==> config.mk <==
export PLATFORM = sky130hd
export DESIGN_NAME = drag_release_velocity_tracker_core
export DESIGN_NICKNAME = d
export VERILOG_FILES = /design/src/hw/rtl/drvt_pkg.sv /design/src/hw/rtl/drag_release_velocity_tracker_core.sv /design/src/hw/rtl/drvt_ram.sv
export SDC_FILE = /design/constraint.sdc
export NUM_CORES = 1
export LEC_CHECK = 0
export BUFFER_PORTS_ARGS = -buffer_cell sky130_fd_sc_hd__buf_2
export CORE_MARGIN = 5
export CORE_UTILIZATION = 35
export DETAILED_ROUTE_END_ITERATION = 16
export GPL_TIMING_DRIVEN = 1
export HOLD_SLACK_MARGIN = 0.03
export SKIP_CTS_REPAIR_TIMING = 1
export SYNTH_ARGS = -nofsm -noshare
export SYNTH_HDL_FRONTEND = slang
export SYNTH_SLANG_ARGS = --single-unit
==> constraint.sdc <==
create_clock -name clk -period 19.2 [get_ports clk]
set_input_delay 2.88 -clock clk [delete_from_list [all_inputs] [get_ports clk]]
set_output_delay 2.88 -clock clk [all_outputs]
set_load 0.05 [all_outputs]
==> src/hw/rtl/drvt_pkg.sv <==
// drvt_pkg: shared widths, codes and reset values for the drag release velocity tracker
// no dependencies; imported by the core and by its checker
`default_nettype none

package drvt_pkg;

  // default ring depth
  localparam int SAMPLE_DEPTH_DEF = 8;

  // field widths
  localparam int OP_W       = 3;
  localparam int TAG_W      = 16;
  localparam int POS_W      = 16;
  localparam int TIME_W     = 32;
  localparam int KIND_W     = 2;
  localparam int VEL_W      = 25;
  localparam int THROTTLE_W = 10;
  localparam int GAP_W      = 8;

  // configuration port
  localparam int CFG_IDX_W  = 1;
  localparam int CFG_DATA_W = 10;

  localparam logic [CFG_IDX_W-1:0] REG_THROTTLE = 1'b0;
  localparam logic [CFG_IDX_W-1:0] REG_MIN_GAP  = 1'b1;

  localparam logic [THROTTLE_W-1:0] THROTTLE_RST = 10'd32;
  localparam logic [GAP_W-1:0]      MIN_GAP_RST  = 8'd5;

  // input operation codes
  localparam logic [OP_W-1:0] OP_START    = 3'd0;
  localparam logic [OP_W-1:0] OP_POSITION = 3'd1;
  localparam logic [OP_W-1:0] OP_RELEASE  = 3'd2;
  localparam logic [OP_W-1:0] OP_CANCEL   = 3'd3;
  localparam logic [OP_W-1:0] OP_CLOSE    = 3'd4;
  localparam logic [OP_W-1:0] OP_RESET    = 3'd5;

  // result kinds
  localparam logic [KIND_W-1:0] EV_STARTED = 2'd0;
  localparam logic [KIND_W-1:0] EV_MOVED   = 2'd1;
  localparam logic [KIND_W-1:0] EV_STOPPED = 2'd2;

  // velocity arithmetic
  localparam int                QUO_W     = 26;
  localparam logic [9:0]        MS_PER_S  = 10'd1000;
  localparam logic [VEL_W-1:0]  VEL_LIMIT = 25'd16777215;

  // one ring entry: time, y, x
  localparam int SAMPLE_W = TIME_W + 2 * POS_W;

endpackage

`default_nettype wire

==> src/hw/rtl/drag_release_velocity_tracker_core.sv <==
// drag_release_velocity_tracker_core: top level of the drag tracker and release velocity unit
// depends on drvt_pkg and drvt_ram
//
// Usage
//   Input channel (in_valid/in_ready) takes one event word: op, window_tag, eligible,
//   pos_x, pos_y, time_ms. Output channel (out_valid/out_ready) gives at most one
//   report word per event. Configuration is a plain write port (cfg_wr_en, cfg_index,
//   cfg_data): index 0 is throttle_ms, index 1 is min_gap_ms; write only while idle.
//   A start, position or close report goes through the push state into the output
//   register once that is free, which sets out_valid; in_ready comes back in the same
//   cycle. An event with no report leaves in_ready high. A release or cancel reads the
//   newest sample, walks back through the ring one sample per cycle (up to
//   SAMPLE_DEPTH-1 older samples), then runs one 26-step restoring divider twice
//   (x then y), each pass preceded by a multiply step that scales the delta by 1000.
//   in_ready is high only while the sequencer is idle; one event is handled at a time.
//   A finished report waits in the output register while the next event is taken;
//   a further report waits in a pending register until the receiver takes the first.
//   Reset (rst, synchronous) clears the drag, the registers to their defaults and
//   drops any report not yet taken.
`default_nettype none

module drag_release_velocity_tracker_core #(
  parameter int SAMPLE_DEPTH = drvt_pkg::SAMPLE_DEPTH_DEF
) (
  input  wire logic                                   clk,
  input  wire logic                                   rst,
  // configuration
  input  wire logic                                   cfg_wr_en,
  input  wire logic [drvt_pkg::CFG_IDX_W-1:0]         cfg_index,
  input  wire logic [drvt_pkg::CFG_DATA_W-1:0]        cfg_data,
  // input channel
  input  wire logic                                   in_valid,
  output      logic                                   in_ready,
  input  wire logic [drvt_pkg::OP_W-1:0]              op,
  input  wire logic [drvt_pkg::TAG_W-1:0]             window_tag,
  input  wire logic                                   eligible,
  input  wire logic signed [drvt_pkg::POS_W-1:0]      pos_x,
  input  wire logic signed [drvt_pkg::POS_W-1:0]      pos_y,
  input  wire logic [drvt_pkg::TIME_W-1:0]            time_ms,
  // output channel
  output      logic                                   out_valid,
  input  wire logic                                   out_ready,
  output      logic [drvt_pkg::KIND_W-1:0]            event_kind,
  output      logic [drvt_pkg::TAG_W-1:0]             report_window,
  output      logic signed [drvt_pkg::POS_W-1:0]      report_x,
  output      logic signed [drvt_pkg::POS_W-1:0]      report_y,
  output      logic                                   was_cancelled,
  output      logic                                   window_gone,
  output      logic signed [drvt_pkg::VEL_W-1:0]      vel_x,
  output      logic signed [drvt_pkg::VEL_W-1:0]      vel_y
);

  import drvt_pkg::*;

  localparam int SLOT_W = $clog2(SAMPLE_DEPTH);
  localparam int CNT_W  = $clog2(SAMPLE_DEPTH + 1);
  localparam int STEP_W = $clog2(QUO_W);

  localparam logic [SLOT_W-1:0] SLOT_LAST = SLOT_W'(SAMPLE_DEPTH - 1);
  localparam logic [CNT_W-1:0]  CNT_FULL  = CNT_W'(SAMPLE_DEPTH);
  localparam logic [CNT_W-1:0]  CNT_TWO   = CNT_W'(2);
  localparam logic [CNT_W-1:0]  CNT_ONE   = CNT_W'(1);
  localparam logic [STEP_W-1:0] DIV_LAST  = STEP_W'(QUO_W - 1);

  typedef enum logic [6:0] {
    S_IDLE   = 7'b0000001,
    S_RDLAST = 7'b0000010,
    S_RDPREV = 7'b0000100,
    S_CHECK  = 7'b0001000,
    S_MUL    = 7'b0010000,
    S_DIV    = 7'b0100000,
    S_PUSH   = 7'b1000000
  } state_t;

  function automatic logic [SLOT_W-1:0] slot_dec(input logic [SLOT_W-1:0] s);
    slot_dec = (s == '0) ? SLOT_LAST : s - 1'b1;
  endfunction

  function automatic logic [SLOT_W-1:0] slot_inc(input logic [SLOT_W-1:0] s);
    slot_inc = (s == SLOT_LAST) ? '0 : s + 1'b1;
  endfunction

  state_t state;

  // configuration registers
  logic [THROTTLE_W-1:0] throttle_ms;
  logic [GAP_W-1:0]      min_gap_ms;

  // drag state
  logic                  tracking;
  logic [TAG_W-1:0]      tracked_window;
  logic [SLOT_W-1:0]     write_slot;
  logic [CNT_W-1:0]      filled_count;
  logic [TIME_W-1:0]     last_report_time;

  // search state
  logic [SLOT_W-1:0]     cur_slot;
  logic [CNT_W-1:0]      off_cnt;
  logic [CNT_W-1:0]      srch_count;
  logic [POS_W-1:0]      last_x;
  logic [POS_W-1:0]      last_y;
  logic [TIME_W-1:0]     last_t;

  // velocity datapath
  logic [POS_W-1:0]      mag_x;
  logic [POS_W-1:0]      mag_y;
  logic                  neg_x;
  logic                  neg_y;
  logic [TIME_W-1:0]     dt_div;
  logic                  lane;
  logic [QUO_W-1:0]      div_num;
  logic [TIME_W-1:0]     div_rem;
  logic [STEP_W-1:0]     div_step;

  // pending report
  logic [KIND_W-1:0]     res_kind;
  logic [TAG_W-1:0]      res_window;
  logic [POS_W-1:0]      res_x;
  logic [POS_W-1:0]      res_y;
  logic                  res_cancel;
  logic                  res_gone;
  logic [VEL_W-1:0]      res_vx;
  logic [VEL_W-1:0]      res_vy;

  // combinational helpers
  logic                  out_free;
  logic [TIME_W-1:0]     since_report;
  logic                  report_due;
  logic                  ram_we;
  logic [SAMPLE_W-1:0]   ram_wdata;
  logic [SLOT_W-1:0]     ram_raddr;
  logic [SAMPLE_W-1:0]   ram_rdata;
  logic [POS_W-1:0]      rd_x;
  logic [POS_W-1:0]      rd_y;
  logic [TIME_W-1:0]     rd_t;
  logic [TIME_W-1:0]     dt;
  logic                  gap_ok;
  logic [POS_W:0]        diff_x;
  logic [POS_W:0]        diff_y;
  logic [POS_W:0]        abs_x;
  logic [POS_W:0]        abs_y;
  logic [POS_W-1:0]      mul_in;
  logic [QUO_W-1:0]      mul_prod;
  logic [TIME_W:0]       rem_shift;
  logic                  rem_ge;
  logic [TIME_W:0]       rem_sub;
  logic [TIME_W-1:0]     rem_next;
  logic [QUO_W-1:0]      num_next;
  logic [VEL_W-1:0]      vel_mag;
  logic [VEL_W-1:0]      vel_val;

  // handshake
  assign in_ready = (state == S_IDLE);
  assign out_free = !out_valid || out_ready;

  // throttle check on the time since the last report
  assign since_report = time_ms - last_report_time;
  assign report_due   = since_report >= {{(TIME_W-THROTTLE_W){1'b0}}, throttle_ms};

  // sample ring
  assign ram_we    = in_valid && in_ready && (op == OP_POSITION) && tracking;
  assign ram_wdata = {time_ms, pos_y, pos_x};
  assign ram_raddr = (state == S_RDLAST) ? cur_slot : slot_dec(cur_slot);

  drvt_ram #(
    .WIDTH (SAMPLE_W),
    .DEPTH (SAMPLE_DEPTH)
  ) u_ring (
    .clk   (clk),
    .we    (ram_we),
    .waddr (write_slot),
    .wdata (ram_wdata),
    .raddr (ram_raddr),
    .rdata (ram_rdata)
  );

  assign rd_x = ram_rdata[POS_W-1:0];
  assign rd_y = ram_rdata[2*POS_W-1:POS_W];
  assign rd_t = ram_rdata[SAMPLE_W-1:2*POS_W];

  // candidate sample test and deltas
  assign dt     = last_t - rd_t;
  assign gap_ok = dt >= {{(TIME_W-GAP_W){1'b0}}, min_gap_ms};
  assign diff_x = {last_x[POS_W-1], last_x} - {rd_x[POS_W-1], rd_x};
  assign diff_y = {last_y[POS_W-1], last_y} - {rd_y[POS_W-1], rd_y};
  assign abs_x  = diff_x[POS_W] ? -diff_x : diff_x;
  assign abs_y  = diff_y[POS_W] ? -diff_y : diff_y;

  // scale by 1000 before division
  assign mul_in   = lane ? mag_y : mag_x;
  assign mul_prod = QUO_W'(mul_in) * QUO_W'(MS_PER_S);

  // one restoring division step
  assign rem_shift = {div_rem, div_num[QUO_W-1]};
  assign rem_ge    = rem_shift >= {1'b0, dt_div};
  assign rem_sub   = rem_shift - {1'b0, dt_div};
  assign rem_next  = rem_ge ? rem_sub[TIME_W-1:0] : rem_shift[TIME_W-1:0];
  assign num_next  = {div_num[QUO_W-2:0], rem_ge};

  // saturate and restore sign
  assign vel_mag = (num_next > QUO_W'(VEL_LIMIT)) ? VEL_LIMIT : num_next[VEL_W-1:0];
  assign vel_val = (lane ? neg_y : neg_x) ? -vel_mag : vel_mag;

  // control sequencer
  always_ff @(posedge clk) begin
    if (rst) begin
      state            <= S_IDLE;
      throttle_ms      <= THROTTLE_RST;
      min_gap_ms       <= MIN_GAP_RST;
      tracking         <= 1'b0;
      tracked_window   <= '0;
      write_slot       <= '0;
      filled_count     <= '0;
      last_report_time <= '0;
      out_valid        <= 1'b0;
    end else begin
      // configuration writes
      if (cfg_wr_en) begin
        unique case (cfg_index)
          REG_THROTTLE: throttle_ms <= cfg_data;
          REG_MIN_GAP:  min_gap_ms  <= cfg_data[GAP_W-1:0];
        endcase
      end

      // output word valid: loaded from the pending report, held until taken
      out_valid <= ((state == S_PUSH) && out_free) || (out_valid && !out_ready);

      unique case (state)
        S_IDLE: begin
          if (in_valid) begin
            // report fields follow the operation; used only when a report is made
            res_kind   <= (op == OP_START) ? EV_STARTED :
                          (op == OP_POSITION) ? EV_MOVED : EV_STOPPED;
            res_window <= (op == OP_START) ? window_tag : tracked_window;
            res_x      <= (op == OP_START || op == OP_POSITION) ? pos_x : '0;
            res_y      <= (op == OP_START || op == OP_POSITION) ? pos_y : '0;
            res_cancel <= (op == OP_CANCEL) || (op == OP_CLOSE);
            res_gone   <= (op == OP_CLOSE);
            res_vx     <= '0;
            res_vy     <= '0;
            unique case (op)
              OP_START: begin
                if (!tracking && eligible) begin
                  tracking         <= 1'b1;
                  tracked_window   <= window_tag;
                  write_slot       <= '0;
                  filled_count     <= '0;
                  last_report_time <= time_ms;
                  state            <= S_PUSH;
                end
              end
              OP_POSITION: begin
                if (tracking) begin
                  write_slot <= slot_inc(write_slot);
                  if (filled_count != CNT_FULL) begin
                    filled_count <= filled_count + 1'b1;
                  end
                  if (report_due) begin
                    last_report_time <= time_ms;
                    state            <= S_PUSH;
                  end
                end
              end
              OP_RELEASE, OP_CANCEL: begin
                if (tracking && (op == OP_RELEASE || window_tag == tracked_window)) begin
                  cur_slot       <= slot_dec(write_slot);
                  srch_count     <= filled_count;
                  off_cnt        <= CNT_ONE;
                  tracking       <= 1'b0;
                  tracked_window <= '0;
                  write_slot     <= '0;
                  filled_count   <= '0;
                  state          <= (filled_count >= CNT_TWO) ? S_RDLAST : S_PUSH;
                end
              end
              OP_CLOSE: begin
                if (tracking && window_tag == tracked_window) begin
                  tracking       <= 1'b0;
                  tracked_window <= '0;
                  write_slot     <= '0;
                  filled_count   <= '0;
                  state          <= S_PUSH;
                end
              end
              OP_RESET: begin
                tracking         <= 1'b0;
                tracked_window   <= '0;
                write_slot       <= '0;
                filled_count     <= '0;
                last_report_time <= '0;
              end
              default: begin
              end
            endcase
          end
        end

        // newest sample read is in flight
        S_RDLAST: state <= S_RDPREV;

        // capture newest sample, read the one before it
        S_RDPREV: begin
          last_x   <= rd_x;
          last_y   <= rd_y;
          last_t   <= rd_t;
          cur_slot <= slot_dec(cur_slot);
          state    <= S_CHECK;
        end

        // test one older sample per cycle
        S_CHECK: begin
          if (gap_ok) begin
            mag_x  <= abs_x[POS_W-1:0];
            mag_y  <= abs_y[POS_W-1:0];
            neg_x  <= diff_x[POS_W];
            neg_y  <= diff_y[POS_W];
            dt_div <= (dt == '0) ? TIME_W'(1) : dt;
            lane   <= 1'b0;
            state  <= S_MUL;
          end else if (off_cnt + 1'b1 >= srch_count) begin
            state <= S_PUSH;
          end else begin
            off_cnt  <= off_cnt + 1'b1;
            cur_slot <= slot_dec(cur_slot);
          end
        end

        // load the divider with delta times 1000
        S_MUL: begin
          div_num  <= mul_prod;
          div_rem  <= '0;
          div_step <= '0;
          state    <= S_DIV;
        end

        // shared divider, x lane then y lane
        S_DIV: begin
          div_num  <= num_next;
          div_rem  <= rem_next;
          div_step <= div_step + 1'b1;
          if (div_step == DIV_LAST) begin
            if (!lane) begin
              res_vx <= vel_val;
              lane   <= 1'b1;
              state  <= S_MUL;
            end else begin
              res_vy <= vel_val;
              state  <= S_PUSH;
            end
          end
        end

        // hand the report to the output register
        S_PUSH: begin
          if (out_free) begin
            event_kind    <= res_kind;
            report_window <= res_window;
            report_x      <= res_x;
            report_y      <= res_y;
            was_cancelled <= res_cancel;
            window_gone   <= res_gone;
            vel_x         <= res_vx;
            vel_y         <= res_vy;
            state         <= S_IDLE;
          end
        end

        default: state <= S_IDLE;
      endcase
    end
  end

endmodule

`default_nettype wire

==> src/hw/rtl/drvt_ram.sv <==
// drvt_ram: generic single write port, single read port ram with registered read
// no dependencies
`default_nettype none

module drvt_ram #(
  parameter int WIDTH = 8,
  parameter int DEPTH = 8
) (
  input  wire logic                     clk,
  input  wire logic                     we,
  input  wire logic [$clog2(DEPTH)-1:0] waddr,
  input  wire logic [WIDTH-1:0]         wdata,
  input  wire logic [$clog2(DEPTH)-1:0] raddr,
  output      logic [WIDTH-1:0]         rdata
);

  logic [WIDTH-1:0] mem [DEPTH];

  // write and registered read
  always_ff @(posedge clk) begin
    if (we) begin
      mem[waddr] <= wdata;
    end
    rdata <= mem[raddr];
  end

endmodule

`default_nettype wire

# Word level (Yosys, flattened, before mapping)
# Memory sizes are Yosys's and may differ from the RTL's. A register that Yosys moved wholly into a read port is not among the register bits.
# Index checks and enable logic that the tools add are counted.
# W data, S select, Z words.
[totals] register_bits=491 ram_bits=512 in_bits=100 output_inout_bits=104 wordCells=227 mem_count=1
[memory_table] memory="u_ring.mem" depth=8 width=64 rd=1 rd_clocked_by_memory_dff=1 wr=1 line_no="drvt_ram.sv:17" source="logic [WIDTH-1:0] mem [DEPTH];"
[op_classes] add_sub_neg=14 n_mul=1 order_cmp=6 eq_ne=39 n_mux=77 bitwise_logic=2 reduce_logical=47
[ops] cell="$mux W25" count=7
[ops] cell="$mux W32" count=4
[ops] cell="$mux W16" count=7
[ops] cell="$pmux W25 S2" count=2
[ops] cell="$pmux W32 S3" count=1
[ops] cell="$sub A32 B32 Y32" count=3
[ops] cell="$mux W7" count=12
[ops] cell="$pmux W16 S4" count=1
[ops] cell="$pmux W32 S2" count=1
[ops] cell="$pmux W26 S2" count=1
[ops] cell="$pmux W7 S7" count=1
[ops] cell="$mux W4" count=10
[ops] cell="$mux W3" count=13
[ops] cell="$sub A16 B16 Y17" count=2
[ops] cell="$ge A33 B32 Y1" count=1
[ops] cell="$ge A32 B10 Y1" count=1
[ops] cell="$ge A32 B8 Y1" count=1
[ops] cell="$logic_not A32 Y1" count=1
[ops] cell="$neg A16 Y16" count=2
[ops] cell="$pmux W7 S4" count=1
[ops] cell="$gt A26 B24 Y1 const B" count=1
[ops] cell="$neg A25 Y25" count=1
[ops] cell="$mul A16 B7 Y23 const B" count=1
[ops] cell="$ne A2 B2 Y1 const B" count=11
[ops] cell="other kinds (50)" count=100

# Logic depth before layout (Yosys ltp)
# Gate-level depths: netlist of the first run.
[depth] depth_word=8 depth_mapped=23 ltp_nobuf=22

# Cells and area by module
# From an unflattened synthesis of the first run, not the netlist that was laid out.
[unflattened] hier_cells=3551 hier_area_um2=49676.4
[modules_own_cells] mod="drag_release_velocity_tracker_core" instances=1 cells_per_inst=2735 area_per_inst_um2=29129.2 seq_area_each_um2=13923.4
[modules_own_cells] mod="drvt_ram" instances=1 cells_per_inst=816 area_per_inst_um2=20547.2 seq_area_each_um2=16656.0

# Worst setup path before layout of the first run
# OpenSTA, ideal clock, no wires.
[synth_path] path_type="input -> register" from="in op[2] (netlist bit)" to="mem u_ring.mem[1][0] (netlist bit) (enable)" setup_time_ps=565 arrival_time_ps=8249 required_time_ps=18635 setup_slack_ps=10387 path_stages=8 n_path_buf=1 path_cell_list="clkbuf_1 nor2_1 nand2_1 inv_1 nand2_1 nor2_1 nand2_1 nor3_1"
[synth_between] elab_chain_len=5
[synth_lines] item="start, declared" line_no="drag_release_velocity_tracker_core.sv:34" source="input wire logic [drvt_pkg::OP_W-1:0] op,"
[synth_lines] item="$eq A3 B1 Y1" line_no="drag_release_velocity_tracker_core.sv:161" source="assign ram_we = in_valid && in_ready && (op == OP_POSITION) && tracking;"
[synth_lines] item="$logic_and A1 B1 Y1 (2 in a row)" line_no="drag_release_velocity_tracker_core.sv:161"
[synth_lines] item="$mux W1" line_no="drvt_ram.sv:21" source="if (we) begin"
[synth_lines] item="$mux W1 (not written as such)" line_no="drvt_ram.sv:22" source="mem[waddr] <= wdata;"
[synth_lines] item="end, declared" line_no="drvt_ram.sv:17"
# Every way passes these cells.

# Worst setup path after layout of the first run
[layout_path] from="in time_ms[0] (netlist bit)" to="reg last_report_time[15]"
[layout_between] elab_chain_len=4
[layout_lines] item="start, declared" line_no="drag_release_velocity_tracker_core.sv:39" source="input wire logic [drvt_pkg::TIME_W-1:0] time_ms,"
[layout_lines] item="$sub A32 B32 Y32" line_no="drag_release_velocity_tracker_core.sv:157" source="assign since_report = time_ms - last_report_time;"
[layout_lines] item="$ge A32 B10 Y1" line_no="drag_release_velocity_tracker_core.sv:158" source="assign report_due = since_report >= {{(TIME_W-THROTTLE_W){1'b0}}, throttle_ms};"
[layout_lines] item="$ne A2 B2 Y1 (no line)"
[layout_lines] item="$reduce_and A6 Y1 (no line)"
[layout_lines] item="end signal, assigned" line_no="drag_release_velocity_tracker_core.sv:248" source="last_report_time <= time_ms;"
[layout_lines] item="end signal, assigned" line_no="drag_release_velocity_tracker_core.sv:259" source="last_report_time <= time_ms;"
[layout_lines] item="end, declared" line_no="drag_release_velocity_tracker_core.sv:94" source="logic [TIME_W-1:0] last_report_time;"
# Every way passes these cells.
# A chain may end at the register's enable or synchronous reset.

==> results of run 1 <==
-- worst reg2reg max path, cell delays in order (launching register included) --
cell and delay, ns:
sky130_fd_sc_hd__edfxtp_1 0.33, sky130_fd_sc_hd__buf_4 0.31, sky130_fd_sc_hd__mux2_2 0.50, sky130_fd_sc_hd__fa_1 0.59, sky130_fd_sc_hd__inv_1 0.06, sky130_fd_sc_hd__fa_1 0.47, sky130_fd_sc_hd__fa_1 0.51, sky130_fd_sc_hd__inv_1 0.05
sky130_fd_sc_hd__fa_1 0.45, sky130_fd_sc_hd__ha_1 0.34, sky130_fd_sc_hd__nor2b_1 0.15, sky130_fd_sc_hd__nor2_1 0.06, sky130_fd_sc_hd__o21ai_0 0.26, sky130_fd_sc_hd__a41oi_1 0.21, sky130_fd_sc_hd__a211oi_1 0.43, sky130_fd_sc_hd__nand4_1 0.18
sky130_fd_sc_hd__a31o_2 0.26, sky130_fd_sc_hd__a21oi_1 0.15, sky130_fd_sc_hd__a21oi_1 0.10, sky130_fd_sc_hd__xnor2_1 0.12, sky130_fd_sc_hd__o21ai_0 0.25
-- final cells by class --
type                            count  area (um2)  share of cell area
Antenna cell                        5        12.5            0.000223
Timing Repair Buffer              240        1290              0.0231
Clock buffer                      162        3270              0.0583
Tap cell                         1876        2350              0.0419
Multi-Input combinational cell   2027       17100               0.305
Sequential cell                  1067       30600               0.546
Clock inverter                     52         573              0.0102
Inverter                          229         860              0.0153
-- power groups by stage --
stage | Sequential [mW] | Combinational [mW] | Clock (mW)
floorplan | 2.61 | 0.109 | 0
global placement | 2.60 | 0.190 | 0
detailed placement | 2.60 | 0.193 | 0
CTS | 2.55 | 0.193 | 2.28
global route | 2.56 | 0.213 | 2.38
finish | 2.55 | 0.192 | 2.21
-- worst min-delay path by stage --
stage	cells past startpoint	startpoint	slack, ns	to
final	0	res_y[2]	0.41	report_y[2]
after global routing	0	res_vx[11]	0.42	vel_x[11]
after CTS	0	u_ring.rdata[9]	0.42	last_x[9]
after detailed placement	0	res_window[10]	0.40	report_window[10]
after global placement	0	res_x[1]	0.40	report_x[1]
after floorplan	0	res_kind[0]	0.40	event_kind[0]
-- synthesized netlist by cell type, drive strengths merged (18+ instances only) --
cell type	instances	area, um2
mux2i	36	360
mux4	128	2880
a31oi	34	213
buf	20	76.3
inv	229	860
a21oi	168	845
nand3	74	370
nor4	25	169
ha	216	2700
a211oi	18	140
nand2b	30	188
nor2	188	706
fa	59	1180
xnor2	130	1140
edfxtp	921	27700
nand4	19	119
nor2b	25	156
o21ai	137	686
mux2	100	1130
and2	52	325
or3	21	131
clkbuf	92	345
a21o	52	390
xor2	53	464
dfxtp	146	2920
nor3	47	235
nand2	215	807
-- registers in the layout (all words and copies together) (netlist names), 26 cells and up --
name	cells
u_ring.rdata	64
last_report_time	32
div_num	26
div_rem	32
last_t	32
u_ring.mem	512
dt_div	32
-- layer usage --
metal  vias to the layer above  track usage
li1                      13357            -
met1                     13936        0.208
met2                       578        0.233
met3                       119       0.0258
met4                         6       0.0355
met5                         -            0
-- placed cells by master (no fill, tap or decap), types with 53 or more instances in the layout --
cell type / instances
sky130_fd_sc_hd__edfxtp_1: 921
sky130_fd_sc_hd__inv_1: 228
sky130_fd_sc_hd__ha_1: 216
sky130_fd_sc_hd__nand2_1: 215
sky130_fd_sc_hd__buf_2: 203
sky130_fd_sc_hd__nor2_1: 178
sky130_fd_sc_hd__a21oi_1: 163
sky130_fd_sc_hd__dfxtp_1: 146
sky130_fd_sc_hd__o21ai_0: 136
sky130_fd_sc_hd__xnor2_1: 130
sky130_fd_sc_hd__mux4_2: 128
sky130_fd_sc_hd__clkbuf_16: 116
sky130_fd_sc_hd__mux2_2: 100
sky130_fd_sc_hd__nand3_1: 73
sky130_fd_sc_hd__fa_1: 59
sky130_fd_sc_hd__xor2_1: 53
-- metrics by stage --
stage          hold WS, ns  std cells
2_1_floorplan        0.400       3435
3_3_place_gp         0.402       5439
3_5_place_dp         0.405       5439
4_1_cts              0.416       5653
5_1_grt              0.423       5653
6_report             0.414       5658
-- cell families after synthesis --
| kind of cell | Yosys count | synth area share |
|---|---|---|
| multiplexers | 264 | 0.0895 |
| adder cells (fa/ha/maj) | 275 | 0.0796 |
| AO/OA/AOI/OAI | 540 | 0.0686 |
| flip-flops | 1067 | 0.627 |
| AND/OR/NAND/NOR | 765 | 0.0765 |
| buffers and inverters | 341 | 0.0263 |
| XOR/XNOR | 183 | 0.0328 |
==> metrics.md, run 1 <==
| Metric | Value |
|---|---|
| Outcome | `finished, final reports clean` |
| Insertion delay to the later sink of the worst-skew pair | `0.74 ns` |
| Vias in the first global route | `27.8k` |
| Minimum clock period after layout | `7.75 ns` |
| Deepest level of the CTS H-tree | `3` |
| Detailed-routing wirelength on met1 | `50700 um` |
| Met3 wire length | `5550 um` |
| Wire length of the first global-routing pass | `167000 um` |
| Delay of the slowest critical-path stage | `0.96 ns` |
| Crit. End Element | `flip-flop` |
| Endpoint of the worst-slack reg-to-reg timing path | `div_num[25]` |
| Global-route usage over all layers | `0.146` |
| Slowest stage cell, crit path | `sky130_fd_sc_hd__nor3b_1` |
| Die boundary height | `383 um` |
| RSZ-0062 raised after global routing | `false` |
| Number of antenna violations at the first check in global routing | `14` |
| Core area | `139000 um2` |
| Count of mapped cells out of synthesis | `3435` |
| Post-synth EDFFs | `921` |
| Worst-case headroom to the max-slew limit | `0.216` |
| Fraction of layout cells with a size suffix above 1 | `0.186` |
| Final worst path period share | `0.403` |
| Highest layer used for signal routing | `met5` |
| Final WL | `108000 um` |
| Capturing instance or port of the critical path | `last_report_time[15]` |
| Remaining antenna violation count | `0` |
| Starting Density | `0.351` |
| Final design utilization | `0.403` |
| Rows | `137` |
| Fin area | `56000 um2` |
| Asr flop ratio synth | `0` |
| Path category of the worst min-delay check | `flip-flop to flip-flop` |
| Peak VDD IR | `0.0000782 V` |
| Synth Net Count | `3810` |
| I/O pin cnt | `204` |
| Number of warning messages in the yosys log | `0` |
| Die Area | `147000 um2` |
| Power share of the combinational group | `0.039` |
| Max Fanout on Critical Path | `64` |
| Switching power share of the total | `0.218` |
| Worst-case reg-to-reg path depth | `20` |
| Routed length per placed instance | `19.1 um` |
| Sequential share of power | `0.515` |
| Number of filler instances in the final layout | `12.8k` |
| First-pass detailed-route iteration total | `5` |
| Clock tree buffer depth | `3` |
| Clk pwr share | `0.446` |
| Number of buffers created by CTS | `113` |
| Worst reg2reg path startpoint | `lane` |
| Routed length on met2 | `50100 um` |
| Die width | `383 um` |
| Number of slew-limit violations in the final report | `0` |
| Total global routing overflow | `0` |
| Power density normalized to cell area | `88.5 nW/um2` |
| Seq/Total Area, Yosys | `0.627` |
| Crit path buf inv count | `4` |
| Top flip-flop cell by instance count after synthesis | `sky130_fd_sc_hd__edfxtp_1` |
| Most repeated library cell on the critical path | `sky130_fd_sc_hd__nand4_1` |
| Setup slack on the worst flop-to-flop path | `13.21 ns` |
| Levels on crit path | `24` |
| Number of nets at the end of the flow | `4053` |
| Clock slew at the register clock pins of the worst setup and hold paths | `0.06 ns` |
| Maxcap violations | `0` |
| Beginning of the critical path | `time_ms[0]` |
| Data required time of the critical path | `19.77 ns` |
| CP Class | `input pin to flip-flop` |
| Setup TNS | `0 ns` |
| Endpoints failing hold | `0` |
| Area added between synthesis and finish | `14.9%` |
| Worst Slack Setup Final | `11.45 ns` |
| Slew at the pin closest to its max-slew limit | `1.17 ns` |
| Number of setup violations in the final report | `0` |
| Clock tree from TritonCTS | `done` |
| DRC viols | `0` |
| Maximum number of pins on one net before global-route repair | `67` |
| Last weighted congestion value of the routability-driven placer | `0.852` |
| Static Leak | `20.2 nW` |
| Port buffer count | `203` |
| Data arrival time of the critical path | `8.32 ns` |
| Dpl ws | `10.80 ns` |
| Instance area at placement | `52200 um2` |
| Post-layout power | `4.96 mW` |
| Half-perimeter wire length after placement | `71600 um` |
| Timing-limited maximum frequency | `129 MHz` |
| Internal cell power | `3.88 mW` |
| Count of different cell masters after synthesis | `78` |
| Number of clock sinks | `1067` |
| FF+latch count, synth | `1067` |
| Number of DRC violations after detailed-routing iteration 0 | `2123` |
| Average cell area after synthesis | `14.2 um2` |
| Switching component of the power | `1.08 mW` |
| Critical path's top delay family | `simple AND/OR/NAND/NOR gates` |
| CTS root buf | `sky130_fd_sc_hd__clkbuf_16` |
| Crit start category | `input pin` |
| Setup Skew | `0.0687 ns` |
| Via density per instance | `4.95` |
| Vias | `28.0k` |
| List of cells traversed by the critical path | `buf_2 > inv_1 > ha_1 > inv_1 > fa_1 > a211oi_1 > o211ai_1 > nand2_1 > xnor2_1 > ha_1 > nand2_1 > o2111a_1 > nand4_1 > nor4_1 > nand4_1 > nor4_1 > nand4bb_1 > nor4bb_1 > nand4_1 > nor3b_1 > nor4_4 > buf_4 > nand3_1 > o21ai_0` |
| Combined area of all synthesized cells | `48800 um2` |
Power figures use the tool's default switching activity.
==> run 2: changes to the inputs <==
--- a/config.mk
+++ b/config.mk
@@ -5,6 +5,7 @@
 export SDC_FILE = /design/constraint.sdc
 export NUM_CORES = 1
 export LEC_CHECK = 0
+export ABC_AREA = 1
 export BUFFER_PORTS_ARGS = -buffer_cell sky130_fd_sc_hd__buf_2
 export CORE_MARGIN = 5
 export CORE_UTILIZATION = 35
==> constraint.sdc (replaced) <==
create_clock -name clk -period 7.55 [get_ports clk]
set_input_delay 1.1325 -clock clk [delete_from_list [all_inputs] [get_ports clk]]
set_output_delay 1.1325 -clock clk [all_outputs]
set_load 0.05 [all_outputs]
==> run 2 against run 1 <==
Clock-buffer cell count down 19. Final cell count is 27% higher. Largest cell class unchanged. Critical endpoint is now div_num[22]. Power grew to 3.2 times the previous value. Largest power group unchanged. Global-route usage increased by 1.4 points. Register-to-register slack lost 12 ns. Synthesized cell count increased by 44%.
==> metrics.md, run 2 <==
| Metric | Value |
|---|---|
| Data required time of the critical path | `7.96 ns` |
| Total global routing overflow | `0` |
| Top Registers | `u_ring.mem (512), u_ring.rdata (64)` |
| Instance area at placement | `55000 um2` |
| Average cell area after synthesis | `10.5 um2` |
| Worst reg2reg path startpoint | `lane` |
| CTS root buf | `sky130_fd_sc_hd__clkbuf_16` |
| I/O pin cnt | `204` |
| Half-perimeter wire length after placement | `86300 um` |
| Vias | `35.5k` |
| Setup TNS | `0 ns` |
| Worst-case reg-to-reg path depth | `20` |
| Die Area | `156000 um2` |
| Number of clock sinks | `1067` |
| Number of antenna violations at the first check in global routing | `9` |
| Deepest level of the CTS H-tree | `3` |
| Die boundary height | `395 um` |
| Slew at the pin closest to its max-slew limit | `1.09 ns` |
| Critical path's top delay family | `adder cells` |
| Global-route usage over all layers | `0.160` |
| Most common cell in the synthesized netlist | `sky130_fd_sc_hd__edfxtp_1` |
| List of cells traversed by the critical path | `clkinv_1 > or2_2 > o21ai_0 > inv_1 > fa_1 > fa_1 > fa_1 > fa_1 > ha_1 > inv_1 > nor3_1 > nand2_1 > o211ai_1 > a31oi_1 > o21ai_0 > a21boi_0 > o21ai_0 > a21oi_1 > o21ai_0 > o21ai_0` |
| Vias in the first global route | `34.1k` |
| Synth Net Count | `5328` |
| Die width | `395 um` |
| Final worst path period share | `0.865` |
| Post-synth EDFFs | `921` |
| Number of buffers created by CTS | `114` |
| Number of setup violations in the final report | `0` |
| Post-synth top area share | `0.534` |
| Last weighted congestion value of the routability-driven placer | `0.894` |
| Static Leak | `23.0 nW` |
| Worst-case headroom to the max-slew limit | `0.272` |
| Wire length of the first global-routing pass | `198000 um` |
| Post-layout power | `15.8 mW` |
| Top flip-flop cell by instance count after synthesis | `sky130_fd_sc_hd__edfxtp_1` |
| Largest register FFs | `512` |
| Clock tree from TritonCTS | `done` |
| Number of DRC violations after detailed-routing iteration 0 | `2413` |
| FF+latch count, synth | `1067` |
| Delay of the slowest critical-path stage | `0.70 ns` |
| Timing-limited maximum frequency | `153 MHz` |
| Top cells by instance count after synthesis | `sky130_fd_sc_hd__edfxtp_1 (921), sky130_fd_sc_hd__nand2_1 (710), sky130_fd_sc_hd__inv_1 (617)` |
| Setup slack on the worst flop-to-flop path | `1.02 ns` |
| Via density per instance | `4.94` |
| Crit start category | `flip-flop` |
| Port buffer count | `203` |
| Combined area of all synthesized cells | `51800 um2` |
| Endpoints failing hold | `0` |
| Number of nets at the end of the flow | `5531` |
| Final non-filler cell total | `7189` |
| Insertion delay to the later sink of the worst-skew pair | `0.74 ns` |
| Count of mapped cells out of synthesis | `4953` |
| Maxcap violations | `0` |
| Maximum number of pins on one net before global-route repair | `149` |
| Slowest stage cell, crit path | `sky130_fd_sc_hd__edfxtp_1` |
| Most frequent cells in the layout | `sky130_fd_sc_hd__edfxtp_1 (921), sky130_fd_sc_hd__nand2_1 (708), sky130_fd_sc_hd__inv_1 (614), sky130_fd_sc_hd__nor2_1 (510), sky130_fd_sc_hd__o21ai_0 (423)` |
| Crit path buf inv count | `3` |
| Min-delay src | `res_vx[11]` |
| Outcome | `finished, final reports clean` |
| Max Fanout on Critical Path | `20` |
| Rows | `141` |
| DRC viols | `0` |
| First-pass detailed-route iteration total | `5` |
| Hold Crit Depth | `0` |
| Data arrival time of the critical path | `6.94 ns` |
| Leading cell type in the layout, fill and taps excluded | `sky130_fd_sc_hd__edfxtp_1` |
| RSZ-0062 raised after global routing | `false` |
| Routed length per placed instance | `17.8 um` |
| Starting Density | `0.351` |
| Number of warning messages in the yosys log | `0` |
| Core area | `147000 um2` |
| Area added between synthesis and finish | `13.8%` |
| Minimum clock period after layout | `6.53 ns` |
| Endpoint of the worst-slack reg-to-reg timing path | `div_num[22]` |
| Fraction of layout cells with a size suffix above 1 | `0.107` |
| Power density normalized to cell area | `267 nW/um2` |
| Number of cells in the design after placement | `6970` |
| Clock slew at the register clock pins of the worst setup and hold paths | `0.08 ns` |
| Library cell occupying the most area in the post-synthesis netlist | `sky130_fd_sc_hd__edfxtp_1` |
| Crit. End Element | `flip-flop` |
| Clock tree buffer depth | `3` |
| Most repeated library cell on the critical path | `sky130_fd_sc_hd__o21ai_0` |
| Remaining antenna violation count | `0` |
| Seq/Total Area, Yosys | `0.591` |
| Cell types occupying the most area after synthesis | `sky130_fd_sc_hd__edfxtp_1 (53%), sky130_fd_sc_hd__dfxtp_1 (5.6%), sky130_fd_sc_hd__ha_1 (5.2%)` |
| Largest register by flop count | `u_ring.mem` |
| Number of slew-limit violations in the final report | `0` |
| Final WL | `128000 um` |
| Count of different cell masters after synthesis | `59` |
| Fin area | `58900 um2` |
| Path category of the worst min-delay check | `flip-flop to flip-flop` |
| CP Class | `flip-flop to flip-flop` |
| Peak VDD IR | `0.000210 V` |
| Endpoint, Worst Hold | `vel_x[11]` |
| Asr flop ratio synth | `0` |
| Setup Skew | `0.0649 ns` |
run 2: layer usage:
layer	share of wire	track usage	vias up
li1	-	-	17545
met1	0.48	0.227	17032
met2	0.46	0.260	758
met3	0.046	0.0232	150
met4	0.018	0.0394	6
met5	0.00041	0	-
run 2: cell type report:
cell class / instances / area (um2)
Antenna cell: 3 / 7.51
Tap cell: 1930 / 2410
Clock buffer: 143 / 3070
Sequential cell: 1067 / 30600
Fill cell: 14115 / 88400
Timing Repair Buffer: 247 / 1370
Inverter: 632 / 2380
Clock inverter: 73 / 827
Multi-Input combinational cell: 3094 / 18300
run 2: how the worst max path moves through the flow:
stage          start                to  slack [ns]  depth (start not counted)
6_report        lane       div_num[22]        1.02                         20
5_1_grt         lane       div_num[22]        0.29                         20
4_1_cts         lane       div_num[22]        1.03                         20
3_5_place_dp    lane       div_num[22]        1.10                         20
3_3_place_gp    lane       div_num[22]        1.16                         20
2_1_floorplan  op[2]  u_ring.mem[0][0]        0.93                          4
run 2: logic make-up (layout without fill, tap and decap cells):
group | after synthesis | in the layout | synth area share
other | 0 | 3 | 0
xor gates and xnor gates | 129 | 129 | 0.0218
adders and majority gates | 275 | 275 | 0.0750
and+or+nand+nor | 1625 | 1625 | 0.136
DFF | 1067 | 1067 | 0.591
buffers and inverters | 792 | 1095 | 0.0588
AOI/OAI and AO/OA | 1065 | 1065 | 0.117
run 2: report_power, final:
part	total, mW	internal, mW	switching (mW)
logic	3.08	0.960	2.12
registers	6.99	6.84	0.147
clock network	5.69	3.27	2.42
run 2: per-stage QoR:
stage | hold WS (ns) | setup WS (ns) | utilization
after floorplan | 0.400 | 0.930 | -
after global placement | 0.402 | 1.16 | 0.373
after detailed placement | 0.405 | 1.10 | 0.373
after CTS | 0.373 | 1.03 | 0.400
after global routing | 0.392 | 0.286 | 0.400
final | 0.377 | 1.02 | 0.400
==> run 3: changes to the inputs <==
--- a/config.mk
+++ b/config.mk
@@ -12,6 +12,7 @@
 export DETAILED_ROUTE_END_ITERATION = 16
 export GPL_TIMING_DRIVEN = 1
 export HOLD_SLACK_MARGIN = 0.03
+export REMOVE_ABC_BUFFERS = 1
 export SKIP_CTS_REPAIR_TIMING = 1
 export SYNTH_ARGS = -nofsm -noshare
 export SYNTH_HDL_FRONTEND = slang
==> run 3 against run 2 <==
Via count decreased by 1.3%. Final cell count about the same. Cell area decreased by 0.20%. Power decreased by 1.8%. Fmax increased by 5.9%. Die area unchanged. Setup slack improved by 0.36 ns. Hold slack improved by 0.041 ns. Clock power decreased by 4%. Non-clock buffer count increased by 1. Flip-flop and latch count unchanged. Routed wire length decreased by 3.2%. Critical path type unchanged. Highest routed layer unchanged.
==> metrics.md, run 3 (synthesis gave the netlist of run 2 again) <==
| Metric | Value |
|---|---|
| Timing-limited maximum frequency | `162 MHz` |
| Max Fanout on Critical Path | `20` |
| Port buffer count | `203` |
| Number of slew-limit violations in the final report | `0` |
| Number of antenna violations at the first check in global routing | `14` |
| Largest register by flop count | `u_ring.mem` |
| Largest register FFs | `512` |
| RSZ-0062 raised after global routing | `false` |
| Minimum clock period after layout | `6.16 ns` |
| Remaining antenna violation count | `0` |
| Area taken by multi-input logic gates | `18300 um2` |
| I/O pin cnt | `204` |
| Vias | `35.0k` |
| Wire length of the first global-routing pass | `194000 um` |
| Power density normalized to cell area | `263 nW/um2` |
| Die Area | `156000 um2` |
| Hold Crit Depth | `0` |
| Insertion delay to the later sink of the worst-skew pair | `0.73 ns` |
| Global-route usage over all layers | `0.155` |
| Number of setup violations in the final report | `0` |
| Vias in the first global route | `34.3k` |
| Number of cells in the design after placement | `6971` |
| Rows | `141` |
| Slew at the pin closest to its max-slew limit | `1.11 ns` |
| Static Leak | `22.9 nW` |
| Die width | `395 um` |
| Most frequent cells in the layout | `sky130_fd_sc_hd__edfxtp_1 (921), sky130_fd_sc_hd__nand2_1 (708), sky130_fd_sc_hd__inv_1 (614), sky130_fd_sc_hd__nor2_1 (510), sky130_fd_sc_hd__o21ai_0 (423)` |
| Starting Density | `0.351` |
| Post-layout power | `15.5 mW` |
| Crit. End Element | `flip-flop` |
| Path category of the worst min-delay check | `flip-flop to flip-flop` |
| Fraction of layout cells with a size suffix above 1 | `0.105` |
| Clock tree from TritonCTS | `done` |
| DRC viols | `0` |
| CP Class | `flip-flop to flip-flop` |
| Crit start category | `flip-flop` |
| Clock tree buffer depth | `3` |
| Hold Slack | `0.418 ns` |
| Deepest level of the CTS H-tree | `3` |
| Die boundary height | `395 um` |
| Endpoints failing hold | `0` |
| Maximum number of pins on one net before global-route repair | `181` |
| Leading cell type in the layout, fill and taps excluded | `sky130_fd_sc_hd__edfxtp_1` |
| Via density per instance | `4.87` |
| Worst-case reg-to-reg path depth | `21` |
| Top Registers | `u_ring.mem (512), u_ring.rdata (64)` |
| First-pass detailed-route iteration total | `7` |
| CTS root buf | `sky130_fd_sc_hd__clkbuf_16` |
| Maxcap violations | `0` |
| Number of DRC violations after detailed-routing iteration 0 | `2077` |
| Number of filler instances in the final layout | `14.1k` |
| Area added between synthesis and finish | `13.6%` |
| Number of clock sinks | `1067` |
| Number of buffers created by CTS | `110` |
| Setup Skew | `0.0512 ns` |
| Storage cell area | `30600 um2` |
| Data required time of the critical path | `7.99 ns` |
| Last weighted congestion value of the routability-driven placer | `0.877` |
| Peak VDD IR | `0.000179 V` |
| Outcome | `finished, final reports clean` |
| Number of nets at the end of the flow | `5528` |
| Data arrival time of the critical path | `6.60 ns` |
| Routed length per placed instance | `17.2 um` |
| Final worst path period share | `0.816` |
| Final non-filler cell total | `7187` |
| Clock slew at the register clock pins of the worst setup and hold paths | `0.06 ns` |
| Total global routing overflow | `0` |
| Final WL | `124000 um` |
| Core area | `147000 um2` |
| Half-perimeter wire length after placement | `82300 um` |
| Worst-case headroom to the max-slew limit | `0.260` |
run 3: cell count changes in the layout (fill, tap and decap cells not counted), sizes merged:
cell,previous run,this run
inv,636,630
clkbuf,143,146
clkinvlp,9,6
diode,3,6
buf,247,248
run 3: stage by stage:
stage	area, um2	utilization	setup WS, ns	TNS (ns)
3_3_place_gp	55000	0.374	1.47	0
4_1_cts	58800	0.399	1.40	0
2_1_floorplan	51100	-	-10.79	-948.79
6_report	58800	0.399	1.39	0
3_5_place_dp	55000	0.374	1.41	0
5_1_grt	58800	0.399	0.883	0
run 3: final cells by class:
class | count | share of cell area
sequential | 1067 | 0.520
multi-input combinational | 3094 | 0.311
antenna | 6 | 0.000255
clock buffer | 146 | 0.0506
inverter | 632 | 0.0405
tap | 1930 | 0.0411
clock inverter | 64 | 0.0131
timing repair buffer | 248 | 0.0237
run 3: critical path, stage by stage (launching register included):
cell                       delay (ns)
sky130_fd_sc_hd__edfxtp_1        0.33
sky130_fd_sc_hd__buf_4           0.22
sky130_fd_sc_hd__clkinv_1        0.44
sky130_fd_sc_hd__or2_2           0.44
sky130_fd_sc_hd__o21ai_0         0.16
sky130_fd_sc_hd__inv_1           0.23
sky130_fd_sc_hd__fa_1            0.53
sky130_fd_sc_hd__fa_1            0.58
sky130_fd_sc_hd__fa_1            0.44
sky130_fd_sc_hd__fa_1            0.47
sky130_fd_sc_hd__ha_1            0.35
sky130_fd_sc_hd__inv_1           0.08
sky130_fd_sc_hd__nor3_1          0.30
sky130_fd_sc_hd__nand2_1         0.09
sky130_fd_sc_hd__o211ai_1        0.12
sky130_fd_sc_hd__a31oi_1         0.09
sky130_fd_sc_hd__o21ai_0         0.26
sky130_fd_sc_hd__a21boi_0        0.18
sky130_fd_sc_hd__o21ai_0         0.26
sky130_fd_sc_hd__a21oi_1         0.10
sky130_fd_sc_hd__o21ai_0         0.11
sky130_fd_sc_hd__o21ai_0         0.10
run 3: per-layer routing:
| metal | vias to the layer above | track usage | share of wire |
|---|---|---|---|
| met3 | 149 | 0.0225 | 0.044 |
| li1 | 17507 | - | - |
| met1 | 16687 | 0.208 | 0.46 |
| met4 | 10 | 0.0447 | 0.022 |
| met2 | 659 | 0.263 | 0.48 |
| met5 | - | 0 | 0.00054 |
run 3: where the power goes:
| group | switching (mW) | internal [mW] |
|---|---|---|
| Clock | 2.34 | 3.15 |
| Sequential | 0.146 | 6.84 |
| Combinational | 2.03 | 0.960 |
| Total | 4.51 | 11.0 |
run 3: worst paths after layout:
check	startpoint	endpoint	slack, ns
worst max register to register	lane	div_num[22]	1.39
worst max-delay path	lane	div_num[22]	1.39
worst min register to register	res_vy[19]	vel_y[19]	0.42
worst min-delay path	res_vy[19]	vel_y[19]	0.42
